===== src/rtl/hbt_pkg.sv =====
// shared types and constants of the held button timeout table
package hbt_pkg;

	// function codes of an input beat
	localparam logic [1:0] FUNC_PRESS   = 2'd0;
	localparam logic [1:0] FUNC_SCAN    = 2'd1;
	localparam logic [1:0] FUNC_REFRESH = 2'd2;

	// event kinds of a result beat
	localparam logic EVT_PRESS   = 1'b0;
	localparam logic EVT_RELEASE = 1'b1;

	// reset value of the timeout register
	localparam logic [7:0] TIMEOUT_RESET = 8'd100;

	// width of the slot index field
	localparam int SLOT_W = 3;

	// broadcast from the top level to every cell at the accept edge
	typedef struct packed {
		logic       press;
		logic       scan;
		logic       refresh;
		logic [7:0] now;
		logic [7:0] addr;
		logic [7:0] button;
		logic [7:0] timeout;
	} cmd_t;

	// token handed from cell to cell, one hop per cycle while the chain is not stalled
	typedef struct packed {
		logic       valid;
		logic       scan;
		logic       done;
		logic [7:0] now;
		logic [7:0] addr;
		logic [7:0] button;
	} token_t;

	// release event offered by a cell
	typedef struct packed {
		logic       valid;
		logic       last;
		logic [7:0] addr;
		logic [7:0] button;
	} emit_t;

endpackage


===== src/rtl/hbt_cell.sv =====
// one table slot with its share of the token chain
module hbt_cell (
	input  logic           clk,
	input  logic           arst_n,
	input  hbt_pkg::cmd_t   cmd,
	input  hbt_pkg::token_t tok_in,
	input  logic           stall,
	input  logic           more_in,
	output hbt_pkg::token_t tok_q,
	output logic           more_out,
	output logic           match,
	output logic           want_emit,
	output hbt_pkg::emit_t  emit
);
	import hbt_pkg::*;

	logic [7:0] addr_q;
	logic [7:0] button_q;
	logic [7:0] stamp_q;
	logic       exp_q;
	logic       occupied;
	logic [7:0] age;
	logic       take;
	logic       fill;
	token_t     tok_next;

	// slot state seen by the broadcast
	assign occupied = (addr_q != 8'd0);
	assign match    = occupied && (addr_q == cmd.addr) && (button_q == cmd.button);
	assign age      = cmd.now - stamp_q;

	// token arrives here and the chain moves this cycle
	assign take      = tok_in.valid && !stall;
	assign fill      = take && !tok_in.scan && !tok_in.done && !occupied;
	assign want_emit = tok_in.valid && tok_in.scan && exp_q;

	// release beat for this slot, last when no higher slot still expires
	assign emit.valid  = want_emit && !stall;
	assign emit.last   = !more_in;
	assign emit.addr   = addr_q;
	assign emit.button = button_q;

	assign more_out = exp_q || more_in;

	// token passed on, marked done once the press is stored
	always_comb begin
		tok_next = tok_in;
		if (fill) begin
			tok_next.done = 1'b1;
		end
	end

	// control state: occupancy and expiry flag
	always_ff @(posedge clk or negedge arst_n) begin
		if (!arst_n) begin
			addr_q <= 8'd0;
			exp_q  <= 1'b0;
			tok_q  <= '0;
		end else begin
			if (!stall) begin
				tok_q <= tok_next;
			end
			if (cmd.scan) begin
				exp_q <= occupied && (age > cmd.timeout);
			end else if (emit.valid) begin
				exp_q <= 1'b0;
			end
			if (fill) begin
				addr_q <= tok_in.addr;
			end else if (emit.valid) begin
				addr_q <= 8'd0;
			end
		end
	end

	// payload: button and stamp
	always_ff @(posedge clk) begin
		if (fill) begin
			button_q <= tok_in.button;
			stamp_q  <= tok_in.now;
		end else if ((cmd.press && match) || (cmd.refresh && occupied)) begin
			stamp_q <= cmd.now;
		end
	end

endmodule


===== src/rtl/held_button_timeout_table.sv =====
// top level of the held button timeout table: cell chain and result register
//
// Input channel (in_valid/in_ready) takes one beat of func, now_ms,
// bus_address and button_number. Result channel (out_valid/out_ready)
// gives event_kind, is_new, slot_index, event_address, event_button, last.
// The cfg channel writes timeout_ms; cfg_ready is always high.
// A press is looked up in all slots at the accept edge and its answer is
// in the result register in the cycle after. A press of an unknown pair then
// sends a token down the chain of TABLE_DEPTH cells to fill the lowest
// empty slot; a scan sends a token that releases expired slots one per
// cycle as it passes while the chain is not held, lowest slot first. The
// next beat is taken once the token has left the chain; a known press,
// a refresh or func 3 sends no token.
// A release beat waiting on out_ready holds the whole chain in place.
// A new beat is only taken when the result register is empty or drains.
// Reset empties every slot, clears the chain and the result register
// and sets the timeout to 100 ms; no clearing pass is needed.
module held_button_timeout_table #(
	parameter int TABLE_DEPTH = 5
) (
	input  logic       clk,
	input  logic       arst_n,
	input  logic       in_valid,
	output logic       in_ready,
	input  logic [1:0] func,
	input  logic [7:0] now_ms,
	input  logic [7:0] bus_address,
	input  logic [7:0] button_number,
	output logic       out_valid,
	input  logic       out_ready,
	output logic       event_kind,
	output logic       is_new,
	output logic [hbt_pkg::SLOT_W-1:0] slot_index,
	output logic [7:0] event_address,
	output logic [7:0] event_button,
	output logic       last,
	input  logic       cfg_valid,
	output logic       cfg_ready,
	input  logic [7:0] cfg_data
);
	import hbt_pkg::*;

	logic [7:0]              timeout_q;
	cmd_t                    cmd;
	token_t                  launch_q;
	token_t                  tok [TABLE_DEPTH+1];
	logic [TABLE_DEPTH:0]    more;
	logic [TABLE_DEPTH-1:0]  match;
	logic [TABLE_DEPTH-1:0]  want_emit;
	logic [TABLE_DEPTH-1:0]  tok_busy;
	emit_t                   emit [TABLE_DEPTH];
	logic                    in_accept;
	logic                    found;
	logic                    busy;
	logic                    stall;
	logic                    rel_valid;
	logic                    rel_last;
	logic [7:0]              rel_addr;
	logic [7:0]              rel_button;
	logic [SLOT_W-1:0]       rel_slot;
	logic                    out_valid_q;

	// configuration register
	assign cfg_ready = 1'b1;
	always_ff @(posedge clk or negedge arst_n) begin
		if (!arst_n) begin
			timeout_q <= TIMEOUT_RESET;
		end else if (cfg_valid && cfg_ready) begin
			timeout_q <= cfg_data;
		end
	end

	// input handshake and broadcast to the cells
	assign busy      = launch_q.valid || (|tok_busy);
	assign in_ready  = !busy && (!out_valid_q || out_ready);
	assign in_accept = in_valid && in_ready;
	assign found     = |match;

	assign cmd.press   = in_accept && (func == FUNC_PRESS);
	assign cmd.scan    = in_accept && (func == FUNC_SCAN);
	assign cmd.refresh = in_accept && (func == FUNC_REFRESH);
	assign cmd.now     = now_ms;
	assign cmd.addr    = bus_address;
	assign cmd.button  = button_number;
	assign cmd.timeout = timeout_q;

	// a release waiting on a full result register holds the chain
	assign stall = (|want_emit) && out_valid_q && !out_ready;

	// token launch: scan, or press of an unknown pair from a real sender
	always_ff @(posedge clk or negedge arst_n) begin
		if (!arst_n) begin
			launch_q <= '0;
		end else if (in_accept) begin
			launch_q.valid  <= cmd.scan ||
			                   (cmd.press && !found && (bus_address != 8'd0));
			launch_q.scan   <= cmd.scan;
			launch_q.done   <= 1'b0;
			launch_q.now    <= now_ms;
			launch_q.addr   <= bus_address;
			launch_q.button <= button_number;
		end else if (!stall) begin
			launch_q.valid <= 1'b0;
		end
	end

	// chain of slot cells
	assign tok[0]            = launch_q;
	assign more[TABLE_DEPTH] = 1'b0;

	for (genvar i = 0; i < TABLE_DEPTH; i++) begin : g_cell
		hbt_cell u_cell (
			.clk       (clk),
			.arst_n    (arst_n),
			.cmd       (cmd),
			.tok_in    (tok[i]),
			.stall     (stall),
			.more_in   (more[i+1]),
			.tok_q     (tok[i+1]),
			.more_out  (more[i]),
			.match     (match[i]),
			.want_emit (want_emit[i]),
			.emit      (emit[i])
		);
		assign tok_busy[i] = tok[i+1].valid;
	end

	// pick the one release beat offered this cycle
	always_comb begin
		rel_valid  = 1'b0;
		rel_last   = 1'b0;
		rel_addr   = 8'd0;
		rel_button = 8'd0;
		rel_slot   = '0;
		for (int i = 0; i < TABLE_DEPTH; i++) begin
			if (emit[i].valid) begin
				rel_valid  = 1'b1;
				rel_last   = emit[i].last;
				rel_addr   = emit[i].addr;
				rel_button = emit[i].button;
				rel_slot   = SLOT_W'(i);
			end
		end
	end

	// result register
	always_ff @(posedge clk or negedge arst_n) begin
		if (!arst_n) begin
			out_valid_q <= 1'b0;
		end else if (cmd.press || rel_valid) begin
			out_valid_q <= 1'b1;
		end else if (out_ready) begin
			out_valid_q <= 1'b0;
		end
	end

	always_ff @(posedge clk) begin
		if (cmd.press) begin
			event_kind    <= EVT_PRESS;
			is_new        <= !found;
			slot_index    <= '0;
			event_address <= bus_address;
			event_button  <= button_number;
			last          <= 1'b1;
		end else if (rel_valid) begin
			event_kind    <= EVT_RELEASE;
			is_new        <= 1'b0;
			slot_index    <= rel_slot;
			event_address <= rel_addr;
			event_button  <= rel_button;
			last          <= rel_last;
		end
	end

	assign out_valid = out_valid_q;

	// checks
	a_one_release: assert property (@(posedge clk) disable iff (!arst_n)
		$onehot0(want_emit))
		else $error("more than one cell offers a release");

	a_press_answer: assert property (@(posedge clk) disable iff (!arst_n)
		cmd.press |=> out_valid && (event_kind == EVT_PRESS) && last)
		else $error("press answer missing");

	a_no_accept_busy: assert property (@(posedge clk) disable iff (!arst_n)
		busy |-> !in_ready)
		else $error("input taken while token in chain");

	a_release_clean: assert property (@(posedge clk) disable iff (!arst_n)
		(out_valid && (event_kind == EVT_RELEASE)) |-> !is_new &&
		(event_address != 8'd0))
		else $error("release beat of an empty slot");

endmodule


===== config.mk =====
export PLATFORM = sky130hd
export DESIGN_NAME = held_button_timeout_table
export DESIGN_NICKNAME = d
export VERILOG_FILES = /design/src/rtl/hbt_pkg.sv /design/src/rtl/hbt_cell.sv /design/src/rtl/held_button_timeout_table.sv
export SDC_FILE = /design/constraint.sdc
export NUM_CORES = 1
export LEC_CHECK = 0
export BUFFER_PORTS_ARGS = -buffer_cell sky130_fd_sc_hd__buf_2
export CAP_MARGIN = 20
export CELL_PAD_IN_SITES_DETAIL_PLACEMENT = 1
export CELL_PAD_IN_SITES_GLOBAL_PLACEMENT = 2
export CORE_ASPECT_RATIO = 0.5
export CORE_UTILIZATION = 41
export CTS_CLUSTER_SIZE = 20
export DETAILED_ROUTE_END_ITERATION = 12
export GPL_TIMING_DRIVEN = 1
export HOLD_SLACK_MARGIN = 0.12
export PLACE_DENSITY = 0.82
export SLEW_MARGIN = 20
export SYNTH_ARGS = -nofsm -noshare
export SYNTH_HDL_FRONTEND = slang
export SYNTH_SLANG_ARGS = --single-unit

===== constraint.sdc =====
create_clock -name clk -period 3.6 [get_ports clk]
set_input_delay 0.54 -clock clk [delete_from_list [all_inputs] [get_ports clk]]
set_output_delay 0.54 -clock clk [all_outputs]
set_load 0.02 [all_outputs]

# After elaboration in Yosys (flattened, before gate mapping)
# Cells that the tools add are included.
# totals
reg_bits,291
input_bits,39
output_inout_bits,25
elab_cells,279
# op_classes
add_sub_neg,5
order_cmp,5
n_eq_ne,13
n_mux,68
n_reduce_logical,130
# ops
cell,n
$mux W8,34
$eq A8 B8 Y1,10
$logic_and A1 B1 Y1,68
$reduce_bool A8 Y1,6
$gt A8 B8 Y1,5
$sub A8 B8 Y8,5
$reduce_bool A2 Y1,17
$mux W1,31
$logic_not A1 Y1,23
$reduce_or A5 Y1,3
$logic_or A1 B1 Y1,12
$mux W3,3
$eq A2 B1 Y1 const B,1
$eq A2 B2 Y1 const B,1
$logic_not A2 Y1,1
$ne A2 B2 Y1 const B,1

# Depth between registers and ports, before layout
# depth
depth_word,14
mapped_depth,15
ltp_nobuf,15

# Modules after synthesis
# Synthesis repeated with hierarchy kept, for this count alone.
# hier_totals
hier_cells,1346
hier_area_um2,16418.2
# modules_own_cells
mod,n_inst,cells_per_inst,area_per_inst_um2
hbt_cell at g_cell[1].u_cell ...,2,209,2683.8
hbt_cell at g_cell[3].u_cell ...,2,205,2677.6
held_button_timeout_table,1,310,3012.9
hbt_cell at g_cell[0].u_cell,1,208,2682.6

# Worst setup path after synthesis
# No wires, ideal clock.
# synth_timing
kind,in2reg
from,input now_ms[0]
to,register g_cell[2].u_cell.exp_q
arrival_ps,2832
t_required_ps,3478
path_slack_ps,646
cell_stages,15
n_path_buf,0
cell_sequence,inv_1 -> ha_1 -> inv_1 -> fa_1 -> nand2_1 -> nand2_1 -> a21oi_1 -> o21bai_1 -> a21oi_1 -> xnor2_1 -> ha_1 -> a21o_1 -> a21oi_1 -> o21ai_0 -> a32o_1
# synth_between
elab_chain_len,4
# synth_rtl
element,line,text
from (decl),held_button_timeout_table.sv:26,"input logic [7:0] now_ms,"
$sub A8 B8 Y8,hbt_cell.sv:30,assign age = cmd.now - stamp_q;
$gt A8 B8 Y1,hbt_cell.sv:64,exp_q <= occupied && (age > cmd.timeout);
$logic_and A1 B1 Y1,hbt_cell.sv:64,
$mux W1,hbt_cell.sv:63,if (cmd.scan) begin
to (signal assigned),hbt_cell.sv:64,
to (decl),hbt_cell.sv:20,logic exp_q;
# Every way passes these cells.
# A chain may end at the register's enable or synchronous reset.

# Worst setup path after layout
# layout_timing
from,register g_cell[2].u_cell.tok_q[26] (netlist name)
to,register g_cell[3].u_cell.stamp_q[3] (enable)
# layout_between
elab_chain_len,11
word_cells_on_any_way,21
cone_classes,21 x reduce/logical
# layout_rtl
element,line,text
from (decl),hbt_cell.sv:9,"output hbt_pkg::token_t tok_q,"
from (signal assigned),hbt_cell.sv:61,tok_q <= tok_next;
$logic_and A1 B1 Y1 (2 in series),hbt_cell.sv:35,assign want_emit = tok_in.valid && tok_in.scan && exp_q;
$reduce_or A5 Y1,held_button_timeout_table.sv:88,assign stall = (|want_emit) && out_valid_q && !out_ready;
$logic_and A1 B1 Y1 (2 in series),held_button_timeout_table.sv:88,
$logic_not A1 Y1,hbt_cell.sv:33,assign take = tok_in.valid && !stall;
$logic_and A1 B1 Y1,hbt_cell.sv:33,
$logic_and A1 B1 Y1 (3 in series),hbt_cell.sv:34,assign fill = take && !tok_in.scan && !tok_in.done && !occupied;
$reduce_bool A2 Y1 (no source line) (*),--,
to (signal assigned),hbt_cell.sv:80,stamp_q <= tok_in.now;
to (signal assigned),hbt_cell.sv:82,stamp_q <= cmd.now;
to (decl),hbt_cell.sv:19,logic [7:0] stamp_q;
# Mark *: on every way between the ends. The rest lies on a longest branch, timed or not.

==> flow_metrics.py <==
metrics = {
    "die": {
        "die_w_um": 271,
        "dieArea_um2": 36900,
        "chipHeight_um": 136,
        "initial_utilization": 0.423,
        "coreArea_um2": 35000,
        "ioPinCount": 64,
        "num_rows": 48,
    },
    "synthesis": {
        "synth_most_common_cell": "nand2_1",
        "netlist_top_cells_area": "dfrtp_1 (31%), edfxtp_1 (20%), nand2_1 (9.4%)",
        "synth_common_cells": "nand2_1 (369), dfrtp_1 (186), edfxtp_1 (97)",
        "synth-edff-count": 97,
        "synth.distinct_cells": 51,
        "syn_area_um2": 14800,
        "synth_area_leader_cell": "dfrtp_1",
        "yosys_warnings": 0,
        "syn-num-nets": 1548,
        "syn_area_per_cell_um2": 10.4,
        "synth_top_area_share": 0.314,
        "seq_area_frac_synth": 0.523,
        "ys_async_sr_fraction": 0.649,
        "synthFlopType": "dfrtp_1",
        "synth_seq_cells": 291,
        "synthCells": 1429,
    },
    "cells_and_area": {
        "diodes": 0,
        "area_growth_pct": 12.8,
        "finalNonFillerCells": 1978,
        "fin_nets": 1598,
        "post-route-util": 0.477,
        "drive_gt1_frac": 0.142,
    },
    "critical_path": {
        "r2r-start": "g_cell[2].u_cell.tok_q[26]$_DFFE_PN0N_",
        "arrival_ps": 3230,
        "worstSetupPathType": "flop to flop",
        "cp-start-kind": "flop",
        "required_ps": 3850,
        "crit_start": "g_cell[2].u_cell.tok_q[26]$_DFFE_PN0N_",
        "critPathCaptureType": "flop",
        "worstPathMaxFanout": 15,
    },
    "clock_tree": {
        "cts_buffers": 30,
        "clk_pin_slew_ps": 70,
        "cts-root-buf": "clkbuf_16",
        "clk_latency_ps": 600,
        "cts-resized-gates": 0,
        "cts_sinks": 291,
        "cts_setup_buffers": 0,
        "cts_tree": "yes",
        "htreeDepth": 1,
        "cts_buffer_depth": 3,
        "holdBufCountCts": 1,
    },
    "timing": {
        "final.setup_skew_ps": 28.5,
        "min_period_ps": 2970,
        "setup_viol": 0,
        "maxSlewViolCount": 0,
        "post-route-period-util": 0.826,
        "hold_slack_ps": 178,
        "tightestPinTransition_ps": 890,
        "slew-limit-headroom": 0.403,
        "rsz0062_at_grt": "no",
        "final_hold_viol_count": 0,
        "max_clock_freq_mhz": 336,
        "tns_ps": 0,
    },
    "detailed_routing": {
        "drc_errors": 0,
        "totalWireLength_mm": 43.6,
        "drtAntennaViolNets": 0,
        "via_per_inst": 5.47,
        "via_count": 10800,
        "wire_per_inst_um": 22.0,
        "drt_iter0_markers": 720,
        "firstDrtPassIters": 6,
    },
    "grt": {
        "grt_max_degree": 100,
        "grt_pass1_wl_mm": 69.2,
        "grt.total_usage": 0.244,
        "antenna_found_initial": 0,
        "gr-total-overflow": 0,
        "first_global_vias": 11800,
    },
    "pwr": {
        "switching_share": 0.349,
        "power_w": 0.0116,
        "p_leak_nw": 7.33,
        "power_frac_seq": 0.491,
        "peakVddDrop_v": 0.000378,
        "p_sw_w": 0.00403,
        "pwr-share-comb": 0.244,
        "power.density_nw_per_um2": 693,
        "clkPwrFrac": 0.265,
        "internal_power_w": 0.00753,
    },
    "job": {
        "max_cap_violations": 0,
    },
    "min_path": {
        "hp-class": "primary input to flop",
        "hold_start": "cfg_data[2]",
    },
    "placed_design": {
        "dp_hpwl_mm": 31.4,
        "dp_cells": 1921,
        "gp_congestion": 0.843,
        "port_buffers": 62,
    },
    "outcome": {
        "outcome": "finished clean",
    },
}
==> logic make-up (layout without fill, tap and decap cells) <==
kind of cell	Yosys count	after routing	synth area share
buf+inv	131	205	0.0339
flops	291	291	0.523
simple gates	528	528	0.157
mux	59	59	0.0449
fa+ha+maj	80	80	0.0702
other cells	1	1	0.000253
compound gates	229	229	0.106
xor+xnor	110	110	0.0651
==> cell type report <==
type                       instances  area [um2]
clock buffer                      35         779
fill                            3863       18300
sequential                       291        7750
timing repair buffer              93         567
clock inverter                    21         178
tap                              475         594
inverter                          56         210
multi-input combinational       1007        6610
==> flip-flops by register name, indices dropped and copies added (netlist names) <==
name and cells:
is_new 1, out_valid 1, g_cell.u_cell.addr_q 40, launch_q 26
g_cell.u_cell.tok_q 109, g_cell.u_cell.exp_q 5, g_cell.u_cell.stamp_q 40, g_cell.u_cell.button_q 40
last 1, event_button 8, timeout_q 8, event_address 8
slot_index 3, event_kind 1
==> power by group through the flow <==
stage | Sequential, W | Combinational [W] | Clock [W]
floorplan | 0.00536 | 0.00197 | 0
global placement | 0.00567 | 0.00266 | 0
detailed placement | 0.00572 | 0.00281 | 0
CTS | 0.00567 | 0.00284 | 0.00313
global route | 0.00581 | 0.00317 | 0.00325
finish | 0.00567 | 0.00282 | 0.00307
==> routing by layer <==
metal | GRT usage | part of all wire | vias to the layer above
met5 | 0 | 0 | -
met4 | 0.0631 | 0.021 | 0
met3 | 0.0284 | 0.029 | 58
met2 | 0.429 | 0.50 | 192
met1 | 0.322 | 0.45 | 5542
li1 | - | - | 5034
==> through the flow <==
step	area, um2	worst slack (ps)
2_1_floorplan	14800	646
3_5_place_dp	15700	105
4_1_cts	16700	605
6_report	16700	628
3_3_place_gp	15700	265
5_1_grt	16700	350
==> cell usage in the layout (no fill, tap or decap), types with 6 or more instances in the layout <==
cell type | synthesis | routed
xor2_1 | 22 | 22
a211oi_1 | 13 | 13
a222oi_1 | 9 | 9
buf_4 | 1 | 29
o21ai_0 | 57 | 57
buf_2 | 5 | 61
nor3_1 | 14 | 11
nand3_1 | 11 | 11
clkinv_2 | 0 | 9
inv_1 | 56 | 56
nor2b_1 | 16 | 16
nor2_1 | 34 | 34
a21o_1 | 14 | 14
xnor2_1 | 88 | 88
a22oi_1 | 17 | 17
edfxtp_1 | 97 | 97
clkbuf_16 | 0 | 30
nand2_1 | 369 | 369
a21oi_1 | 44 | 44
mux2_2 | 59 | 59
a21boi_0 | 7 | 7
nor4_1 | 17 | 16
nand2b_1 | 12 | 12
dfrtp_1 | 186 | 186
ha_1 | 75 | 75
a22o_1 | 49 | 49
nand4_1 | 27 | 27
and2_1 | 6 | 6
or3_1 | 7 | 7
==> path summary, 6_finish.rpt <==
| kind | slack (ps) | depth (start not counted) | to |
|---|---|---|---|
| setup / recovery | 630 | 5 | g_cell[3].u_cell.stamp_q[3]$_DFFE_PP_ |
| hold / removal | 180 | 3 | timeout_q[2]$_DFFE_PN1P_ |
| setup reg to reg | 630 | 5 | g_cell[3].u_cell.stamp_q[3]$_DFFE_PP_ |
| hold reg to reg | 450 | 0 | g_cell[4].u_cell.button_q[0]$_DFFE_PN_ |
| max in group asynchronous | 2090 | 3 | g_cell[2].u_cell.tok_q[18]$_DFFE_PN0N_ |
| min in group asynchronous | 600 | 2 | g_cell[0].u_cell.tok_q[4]$_DFFE_PN0N_ |
==> critical path, stage by stage (launching register included) <==
cell and delay [ps]:
dfrtp_1 470, or4_1 600, nand4bb_4 440, nor2_1 510, a21boi_0 300, or2_2 320
Note: power is estimated with default switching activity, not from simulation.
